**src/minimax_path_relaxation_macros.svh**
```systemverilog
// Assertion macros shared by the block.
`ifndef MINIMAX_PATH_RELAXATION_MACROS_SVH
`define MINIMAX_PATH_RELAXATION_MACROS_SVH

// Same-cycle implication, sampled on clk and idle while in reset.
`define MPR_ASSERT_NOW(lbl, ante, cons, msg) \
	lbl: assert property (@(posedge clk) disable iff (!arst_n) (ante) |-> (cons)) \
		else $error(msg);

// Next-cycle implication, sampled on clk and idle while in reset.
`define MPR_ASSERT_NEXT(lbl, ante, cons, msg) \
	lbl: assert property (@(posedge clk) disable iff (!arst_n) (ante) |=> (cons)) \
		else $error(msg);

`endif

```
**src/mmpr_pkg.sv**
```systemverilog
package mmpr_pkg;

	localparam int DEF_MAX_NODES   = 512;
	localparam int DEF_MAX_EDGES   = 16384;
	localparam int DEF_WEIGHT_BITS = 16;

	localparam logic [9:0] NODE_COUNT_RESET = 10'd512;

	// Input word operation codes.
	typedef enum logic [1:0] {
		ACT_CLEAR = 2'd0,
		ACT_ADD   = 2'd1,
		ACT_SOLVE = 2'd2,
		ACT_READ  = 2'd3
	} action_t;

	// Result word kinds.
	localparam logic KIND_SOLVE = 1'b0;
	localparam logic KIND_READ  = 1'b1;

	// Write request from the relax unit to the cost store.
	typedef struct packed {
		logic wr_en;
		logic to_b;
	} relax_ctl_t;

endpackage

```
**src/mmpr_relax_unit.sv**
```systemverilog
module mmpr_relax_unit import mmpr_pkg::*; #(
	parameter int WB = DEF_WEIGHT_BITS
) (
	input  logic [WB:0]   cost_a,
	input  logic [WB:0]   cost_b,
	input  logic [WB-1:0] w,
	output relax_ctl_t    ctl,
	output logic [WB:0]   new_cost
);

	localparam logic [WB:0] INF = {1'b1, {WB{1'b0}}};

	logic [WB:0] w_ext;
	logic [WB:0] via_a;
	logic [WB:0] via_b;

	assign w_ext = {1'b0, w};
	assign via_a = (cost_a > w_ext) ? cost_a : w_ext;
	assign via_b = (cost_b > w_ext) ? cost_b : w_ext;

	// Relax the edge in both directions; at most one side can improve.
	always_comb begin
		ctl      = '0;
		new_cost = via_a;
		if (cost_a < INF && via_a < cost_b) begin
			ctl.wr_en = 1'b1;
			ctl.to_b  = 1'b1;
			new_cost  = via_a;
		end else if (cost_b < INF && via_b < cost_a) begin
			ctl.wr_en = 1'b1;
			ctl.to_b  = 1'b0;
			new_cost  = via_b;
		end
	end

endmodule

```
**config.mk**
```make
export PLATFORM = sky130hd
export DESIGN_NAME = mmpr_relax_unit
export DESIGN_NICKNAME = d
export VERILOG_FILES = /design/src/minimax_path_relaxation_macros.svh /design/src/mmpr_pkg.sv /design/src/mmpr_relax_unit.sv
export SDC_FILE = /design/constraint.sdc
export NUM_CORES = 1
export LEC_CHECK = 0
export BUFFER_PORTS_ARGS = -buffer_cell sky130_fd_sc_hd__buf_2
export CAP_MARGIN = 20
export CORE_MARGIN = 2
export CORE_UTILIZATION = 50
export DETAILED_ROUTE_END_ITERATION = 7
export PLACE_DENSITY = 0.84
export SYNTH_ARGS = -nofsm -noshare
export SYNTH_HDL_FRONTEND = slang
export SYNTH_SLANG_ARGS = --single-unit
```
**constraint.sdc**
```tcl
create_clock -name vclk -period 9.2
set_input_delay 1.84 -clock vclk [all_inputs]
set_output_delay 1.84 -clock vclk [all_outputs]
set_load 0.03 [all_outputs]
```
Yosys cells after proc, flatten, opt, wreduce, memory -nomap -nowiden
Index checks and enable logic that the tools add are counted.
- register bits: 0
- bits of input ports: 50
- output and inout bits: 19
- word-level logic and storage cells: 14
- magnitude comparators: 6
- mux-type cells: 6
- reduce and logical (&&, ||, !) cells: 2
- operator list (operator ; count):
    $mux 17 ; 4
    $gt 17x16->1 ; 2
    $lt 17x17->1 ; 2
    $lt 17x17->1 const B ; 2
    $mux 2 ; 2
    $logic_and 1x1->1 ; 2

Depth between registers and ports, before layout
Gate-level depths: netlist (run 1).
- word-level depth: 6
- gate-level depth with buffers: 19
- mapped depth without buffers: 18

Worst setup path before layout (run 1)
No wires, ideal clock.
- kind: input port to output port
- start point: in w[15]
- end point: out new_cost[10]
- data arrival time: 5.537 ns
- slack: 1.823 ns
- stages: 17
- cell sequence: inv_1 ha_1 nand4b_4 nor4_4 a21oi_1 a21boi_4 clkbuf_1 nand2_1 o21ai_0 ha_1 a21o_1 a211o_1 a211oi_1 o21ai_0 a211oi_4 buf_6 mux2_2
- cells in the longest elaborated chain, start to end: 6
- elaborated cells between the ends (all ways): 10
- classes of those cells: order compare: 4; mux: 4; reduce/logical: 2
- ends and longest elaborated chain (element ; line ; text):
    start: declaration ; mmpr_relax_unit.sv:6 ; input logic [WB-1:0] w,
    $gt 17x16->1 ; mmpr_relax_unit.sv:19 ; assign via_b = (cost_b > w_ext) ? cost_b : w_ext;
    $mux 17 ; mmpr_relax_unit.sv:19 ;
    $lt 17x17->1 ; mmpr_relax_unit.sv:29 ; end else if (cost_b < INF && via_b < cost_a) begin
    $logic_and 1x1->1 ; mmpr_relax_unit.sv:29 ;
    $mux 17 ; mmpr_relax_unit.sv:29 ;
    $mux 17 (*) ; mmpr_relax_unit.sv:25 ; if (cost_a < INF && via_a < cost_b) begin
    end: declaration ; mmpr_relax_unit.sv:8 ; output logic [WB:0] new_cost
Every way passes the cells marked *; elsewhere a longest branch is shown, timed or not.

Worst setup path after layout (run 1)
- start point: in w[3]
- end point: out new_cost[7]
Same word-level chain as after synthesis.

==> metrics.yaml, run 1 <==
status: "completed"
track_usage_pct: 24.2
synth_top_area_share_pct: 34.8
viasPerCell: 5.68
yosysUniqueCellTypes: 45
dieArea_um2: 5160
wire_per_inst_um: 13.9
yosys.area_share.simple_pct: 21.7
hold_buffers: 0
pre_cts_ws_ps: 577
setup_slack_ps: 531
cp_data_arrival_time_ps: 6830
syn-num-nets: 443
gr-total-overflow: 0
netlist_instances: 329
crit_chain: "buf_2, inv_1, ha_1, and4_4, nor2b_1, o311ai_0, nand3_1, nand2_1, o21ai_0, ha_1, and4_1, nand4_1, o2111ai_1, o21ai_0, a211oi_4, buf_4, mux2_2, buf_2"
grt_max_degree: 36
dr_total_vias: 2511
yosysWarnings: 0
chipHeight_um: 71.8
worst-slew-pin-transition_ps: 962
synth_top_family_by_area: "adder cells"
core_area_um2: 4380
slew_violations: 0
cp.required_ps: 7360
hold_violations: 0
yosysMostFrequentCell: "ha_1"
timing_worst_setup_path_type: "in2out"
n_antenna_cell: 0
layout_min_cycle_time_ps: 8670
drc: 0
worstSetupStartpointType: "primary input"
powerDensity_nw_per_um2: 68.1
worst_setup_path_end_kind: "output pin"
nets: 506
synth.avg_cell_area_um2: 6.99
nFlopsAndLatches: 0
p_leak_nw: 1.52
rsz0062_at_grt: "no"
synthTopCellsByCount: "64 x ha_1, 54 x inv_1, 53 x nand2_1"
min_period_over_period_pct: 94.2
syn2layout_area_growth_pct: 16.4
dp.final_hpwl_um: 5430
grt_pass1_vias: 2477
antenna_found_initial: 0
place.gp.congestion: 0.992
cts_resized: 0
peakVddDrop_mv: 0.0354
io_pins: 69
synth-seq-area-share_pct: 0
die_w_um: 71.8
fmax_mhz: 115
drt_iter0_drc: 127
rows: 24
cpPeakStageDelay_ps: 740
routed_wl_um: 6160
post-route-util_pct: 61.1
synth_area_leaders: "ha_1 35%, o21ai_0 9.1%, inv_1 8.8%, nand2_1 8.6%, mux2_2 7.3%"
tns_ps: 0
synth-compound-area-share_pct: 25.6
synth_top_cell_by_area: "ha_1"
crit_fanout: 33
initial_core_util_pct: 52.5
grt_pass1_wl_um: 10500
dr.pass1.iters: 4
holdWs_ps: 4120
hp-class: "in2out"
synthAdderAreaFrac_pct: 34.8
cap_violations: 0
synth.mux.area_fraction_pct: 7.34
synthXorXnorAreaFrac_pct: 0
slew_headroom_pct: 35.7
postCtsSetupRepairBufs: 0
final.clkbuf_count: 0
crit_slowest_cell: "nand2_1"
syn_area_um2: 2300
io_buffers: 69
postRouteAntennaNets: 0
regArea_um2: 0
setup_viol: 0
drive_gt1_share_pct: 24.1
-- kinds of logic after synthesis --
kind of cell	count (synthesis)
AND/OR/NAND/NOR	94
AO/OA/AOI/OAI	93
adder cells (fa/ha/maj)	64
buffers and inverters	63
multiplexers	15
-- report_power, final --
part	leakage (nW)	total (mW)	switching, mW	internal, mW
Sequential	0	0	0	0
Clock	0	0	0	0
Combinational	1.52	0.182	0.112	0.0702
-- stage by stage --
stage / cell area [µm²] / std cells / power, mW
floorplan: 2300 / 329 / 0.129
global placement: 2680 / 442 / 0.175
detailed placement: 2680 / 442 / 0.181
CTS: 2680 / 442 / 0.182
global route: 2680 / 442 / 0.204
finish: 2680 / 442 / 0.182
-- final timing paths --
check / from / to / slack (ps) / cells past startpoint
setup / recovery: w[3] / new_cost[7] / 530 / 18
hold / removal: cost_a[16] / new_cost[16] / 4120 / 4
-- critical path: cells and delay by family --
kind                       cells  cell delay, ps
buffers and inverters          4             680
muxes                          1             360
AOI/OAI and AO/OA              5            1700
adders and majority gates      2             630
and+or+nand+nor                6            1610
-- metal layers --
layer | vias to the layer above | global-route usage, % | part of all wire, %
met3 | 16 | 0.844 | 4.8
met4 | 0 | 6.92 | 2.3
li1 | 1295 | - | -
met2 | 84 | 42.1 | 48
met1 | 1116 | 32.6 | 45
met5 | - | 0 | 0
-- final cells by class --
type,instances,area [µm²]
well taps,52,65.1
fillers,415,1710
inverters,54,203
repair buffers,70,353
multi-input cells,266,2060
-- cells in the final DEF, fill, tap and decap left out, types with 2 or more instances in the layout --
| master | Yosys | final |
|---|---|---|
| a211oi_1 | 3 | 3 |
| a21o_1 | 3 | 3 |
| a21oi_1 | 26 | 26 |
| and4_1 | 5 | 5 |
| buf_2 | 0 | 69 |
| ha_1 | 64 | 64 |
| inv_1 | 54 | 54 |
| mux2_2 | 15 | 15 |
| nand2_1 | 53 | 53 |
| nand3_1 | 5 | 5 |
| nand4_1 | 6 | 6 |
| nor2_1 | 9 | 9 |
| nor2b_1 | 3 | 3 |
| o21a_1 | 2 | 2 |
| o21ai_0 | 42 | 42 |
| o221ai_1 | 2 | 2 |
No activity file was read; power rests on OpenSTA's default activity.
==> inputs of run 2 (changes only) <==
--- a/config.mk
+++ b/config.mk
@@ -10,6 +10,7 @@
 export CORE_MARGIN = 2
 export CORE_UTILIZATION = 50
 export DETAILED_ROUTE_END_ITERATION = 7
+export MAX_ROUTING_LAYER = met4
 export PLACE_DENSITY = 0.84
 export SYNTH_ARGS = -nofsm -noshare
 export SYNTH_HDL_FRONTEND = slang
==> metrics.yaml, run 2 (synthesis gave the netlist of run 1 again) <==
status: "completed"
dr_total_vias: 2514
p_leak_nw: 1.52
clockPowerShare_pct: 0
routed_wl_um: 6190
worst_setup_path_end_kind: "output pin"
antenna_found_initial: 0
mostFrequentLayoutCells: "69 x buf_2, 64 x ha_1, 54 x inv_1, 53 x nand2_1, 42 x o21ai_0"
drive_gt1_share_pct: 24.1
p_int_uw: 70.2
crit_fanout: 33
slew_headroom_pct: 34.9
worst-slew-pin-transition_ps: 974
drc: 0
layout_min_cycle_time_ps: 8700
regArea_um2: 0
met3_usage_pct: 0.844
holdPathStages: 4
slew_violations: 0
min_period_over_period_pct: 94.6
pre_cts_ws_ps: 577
worstSetupStartpointType: "primary input"
grt_max_degree: 36
power_frac_comb_pct: 100.0
power_switching_uw: 112
n_fill_cell: 415
postRouteAntennaNets: 0
wire_per_inst_um: 14.0
n_antenna_cell: 0
io_buffers: 69
rsz0062_at_grt: "no"
grt_pass1_vias: 2480
nFlopsAndLatches: 0
crit_slowest_cell: "nand2_1"
setup_viol: 0
place.gp.congestion: 1.01
die_w_um: 71.8
tns_ps: 0
nets: 506
use_met1_pct: 32.6
powerDensity_nw_per_um2: 68.1
timing_worst_setup_path_type: "in2out"
power_frac_seq_pct: 0
min_to: "new_cost[16]"
total_power_uw: 182
rows: 24
gr-total-overflow: 0
path_delay_family: "compound AO/OA/AOI/OAI gates"
final.clkbuf_count: 0
fmax_mhz: 115
io_pins: 69
dr.pass1.iters: 5
core_area_um2: 4380
track_usage_pct: 24.9
hold_buffers: 0
holdWs_ps: 4120
crit_buf_inv: 4
hp-class: "in2out"
met2_usage_pct: 42.1
dieArea_um2: 5160
cts_resized: 0
cp.required_ps: 7360
drt_iter0_drc: 127
syn2layout_area_growth_pct: 16.4
peakVddDrop_mv: 0.0354
grt_pass1_wl_um: 10500
hold_violations: 0
top_usage_layer: "met2"
cp_data_arrival_time_ps: 6860
cpPeakStageDelay_ps: 750
final_common_cell: "buf_2"
chipHeight_um: 71.8
viasPerCell: 5.69
postCtsSetupRepairBufs: 0
crit_chain: "buf_2, inv_1, ha_1, and4_4, nor2b_1, o311ai_0, nand3_1, nand2_1, o21ai_0, ha_1, and4_1, nand4_1, o2111ai_1, o21ai_0, a211oi_4, buf_4, mux2_2, buf_2"
initial_core_util_pct: 52.5
holdCritStartpoint: "cost_a[16]"
swShare_pct: 61.5
post-route-util_pct: 61.1
setup_slack_ps: 499
cap_violations: 0
dp.final_hpwl_um: 5430
[run 2: final cells by class]
| class | instances | area [µm²] | area share [%] |
|---|---|---|---|
| Timing Repair Buffer | 70 | 353 | 13.2 |
| Multi-Input combinational cell | 266 | 2060 | 76.8 |
| Inverter | 54 | 203 | 7.57 |
| Tap cell | 52 | 65.1 | 2.43 |
[run 2: metrics by stage]
step	cell area, µm²	instances
finish	2680	442
global route	2680	442
CTS	2680	442
detailed placement	2680	442
global placement	2680	442
floorplan	2300	329
[run 2: worst max-delay path by stage]
stage,from,cells after the start,end
finish,w[3],18,new_cost[7]
floorplan,w[15],17,new_cost[10]
detailed placement,w[3],18,new_cost[6]
CTS,w[3],18,new_cost[6]
global placement,w[3],18,new_cost[6]
global route,w[3],18,new_cost[8]
[run 2: power groups by stage]
stage / logic (mW) / registers [mW] / clock network [mW]
3_3_place_gp: 0.175 / 0 / 0
4_1_cts: 0.182 / 0 / 0
3_5_place_dp: 0.181 / 0 / 0
2_1_floorplan: 0.129 / 0 / 0
6_report: 0.182 / 0 / 0
5_1_grt: 0.204 / 0 / 0
[run 2: worst min-delay path: stages]
cell and delay (ps):
buf_2 140, inv_1 80, a21oi_1 50, buf_2 170
[run 2: per-layer routing]
| layer | wire length [µm] | vias to the layer above |
|---|---|---|
| li1 | - | 1294 |
| met1 | 2780 | 1118 |
| met2 | 2950 | 88 |
| met3 | 318 | 14 |
| met4 | 133 | 0 |
| met5 | 0 | - |
==> inputs of run 3 (changes only) <==
--- a/config.mk
+++ b/config.mk
@@ -7,7 +7,6 @@
 export LEC_CHECK = 0
 export BUFFER_PORTS_ARGS = -buffer_cell sky130_fd_sc_hd__buf_2
 export CAP_MARGIN = 20
-export CORE_MARGIN = 2
 export CORE_UTILIZATION = 50
 export DETAILED_ROUTE_END_ITERATION = 7
 export MAX_ROUTING_LAYER = met4
==> constraint.sdc (replaced) <==
create_clock -name vclk -period 8.85
set_input_delay 1.77 -clock vclk [all_inputs]
set_output_delay 1.77 -clock vclk [all_outputs]
set_load 0.03 [all_outputs]
==> metrics.yaml, run 3 (synthesis gave the netlist of run 1 again) <==
nets: 507
final_common_cell: "buf_2"
cp.required_ps: 7080
viasPerCell: 5.72
regArea_um2: 0
track_usage_pct: 25.5
fmax_mhz: 122
worst_setup_path_end_kind: "output pin"
cp_data_arrival_time_ps: 6410
slew_headroom_pct: 47.8
n_fill_cell: 390
gr-total-overflow: 0
wire_per_inst_um: 13.7
drc: 0
routed_wl_um: 6060
p_leak_nw: 1.53
dr.pass1.iters: 4
min_period_over_period_pct: 92.5
layout_min_cycle_time_ps: 8180
total_power_uw: 190
rsz0062_at_grt: "no"
chipHeight_um: 69.8
tns_ps: 0
grt_max_degree: 36
final.clkbuf_count: 0
drive_gt1_share_pct: 24.3
place.gp.congestion: 0.964
worstSetupStartpointType: "primary input"
hold_buffers: 0
cap_violations: 0
dr_total_vias: 2533
slew_violations: 0
crit_top_cell: "o21ai_0"
powerDensity_nw_per_um2: 70.7
dp.final_hpwl_um: 5280
timing_worst_setup_path_type: "in2out"
initial_core_util_pct: 52.5
status: "completed"
crit_slowest_cell: "o311ai_0"
syn2layout_area_growth_pct: 16.7
postCtsSetupRepairBufs: 0
rows: 24
drt_iter0_drc: 173
io_pins: 69
dieArea_um2: 4880
mostFrequentLayoutCells: "69 x buf_2, 64 x ha_1, 54 x inv_1, 53 x nand2_1, 42 x o21ai_0"
grt_pass1_wl_um: 10300
setup_viol: 0
crit_fanout: 23
nFlopsAndLatches: 0
grt_pass1_vias: 2399
die_w_um: 69.8
antenna_found_initial: 0
hp-class: "in2out"
postRouteAntennaNets: 0
crit_chain: "buf_2, inv_1, ha_1, and4_4, nor2b_1, o311ai_0, nand3_1, nand2_1, buf_4, o21ai_0, ha_1, a21oi_1, o21ai_0, a21oi_1, o2111ai_1, o21ai_0, a211oi_4, buf_4, mux2_2, buf_2"
worst-slew-pin-transition_ps: 781
cpPeakStageDelay_ps: 530
peakVddDrop_mv: 0.0338
cts_resized: 0
core_area_um2: 4380
io_buffers: 69
n_antenna_cell: 0
hold_violations: 0
-- run 3: changes by cell type in the layout (fill, tap and decap cells not counted), sizes merged --
cell / previous run / this run
buf: 70 / 71
-- run 3: worst paths after layout --
path        from            to  slack (ps)  depth (start not counted)
min   cost_a[16]  new_cost[16]        3990                          4
max         w[3]   new_cost[4]         670                         20
-- run 3: worst max-delay path: cells and delay by family --
family / cells / cell delay, ps
adder cells (fa/ha/maj): 2 / 600
buffers and inverters: 5 / 1010
AO/OA/AOI/OAI: 8 / 1810
multiplexers: 1 / 370
AND/OR/NAND/NOR: 4 / 830
-- run 3: metal layers --
metal | vias to the layer above | global-route usage [%] | part of all wire [%]
li1 | 1305 | - | -
met1 | 1149 | 35.5 | 49
met2 | 77 | 42.3 | 46
met3 | 2 | 1.45 | 5.0
met4 | 0 | 1.78 | 0.23
met5 | - | - | 0
-- run 3: final cells by class --
class,count,area (µm²),area share (%)
multi-input combinational,266,2060,76.6
timing repair buffer,71,360,13.4
inverter,54,203,7.55
tap,52,65.1,2.42
-- run 3: metrics by stage --
stage	utilization (%)	setup WS [ps]	instance area (µm²)	instances	hold WS [ps]
final	61.2	666	2690	443	3990
after global routing	61.2	377	2690	443	4030
after CTS	61.2	754	2690	443	3990
after detailed placement	61.2	756	2690	443	3990
after global placement	61.2	841	2690	443	4010
after floorplan	-	1610	2300	329	3720
-- run 3: power by group --
group | internal [mW] | switching [mW]
combinational | 0.0730 | 0.117
sequential | 0 | 0
clock | 0 | 0
total | 0.0730 | 0.117
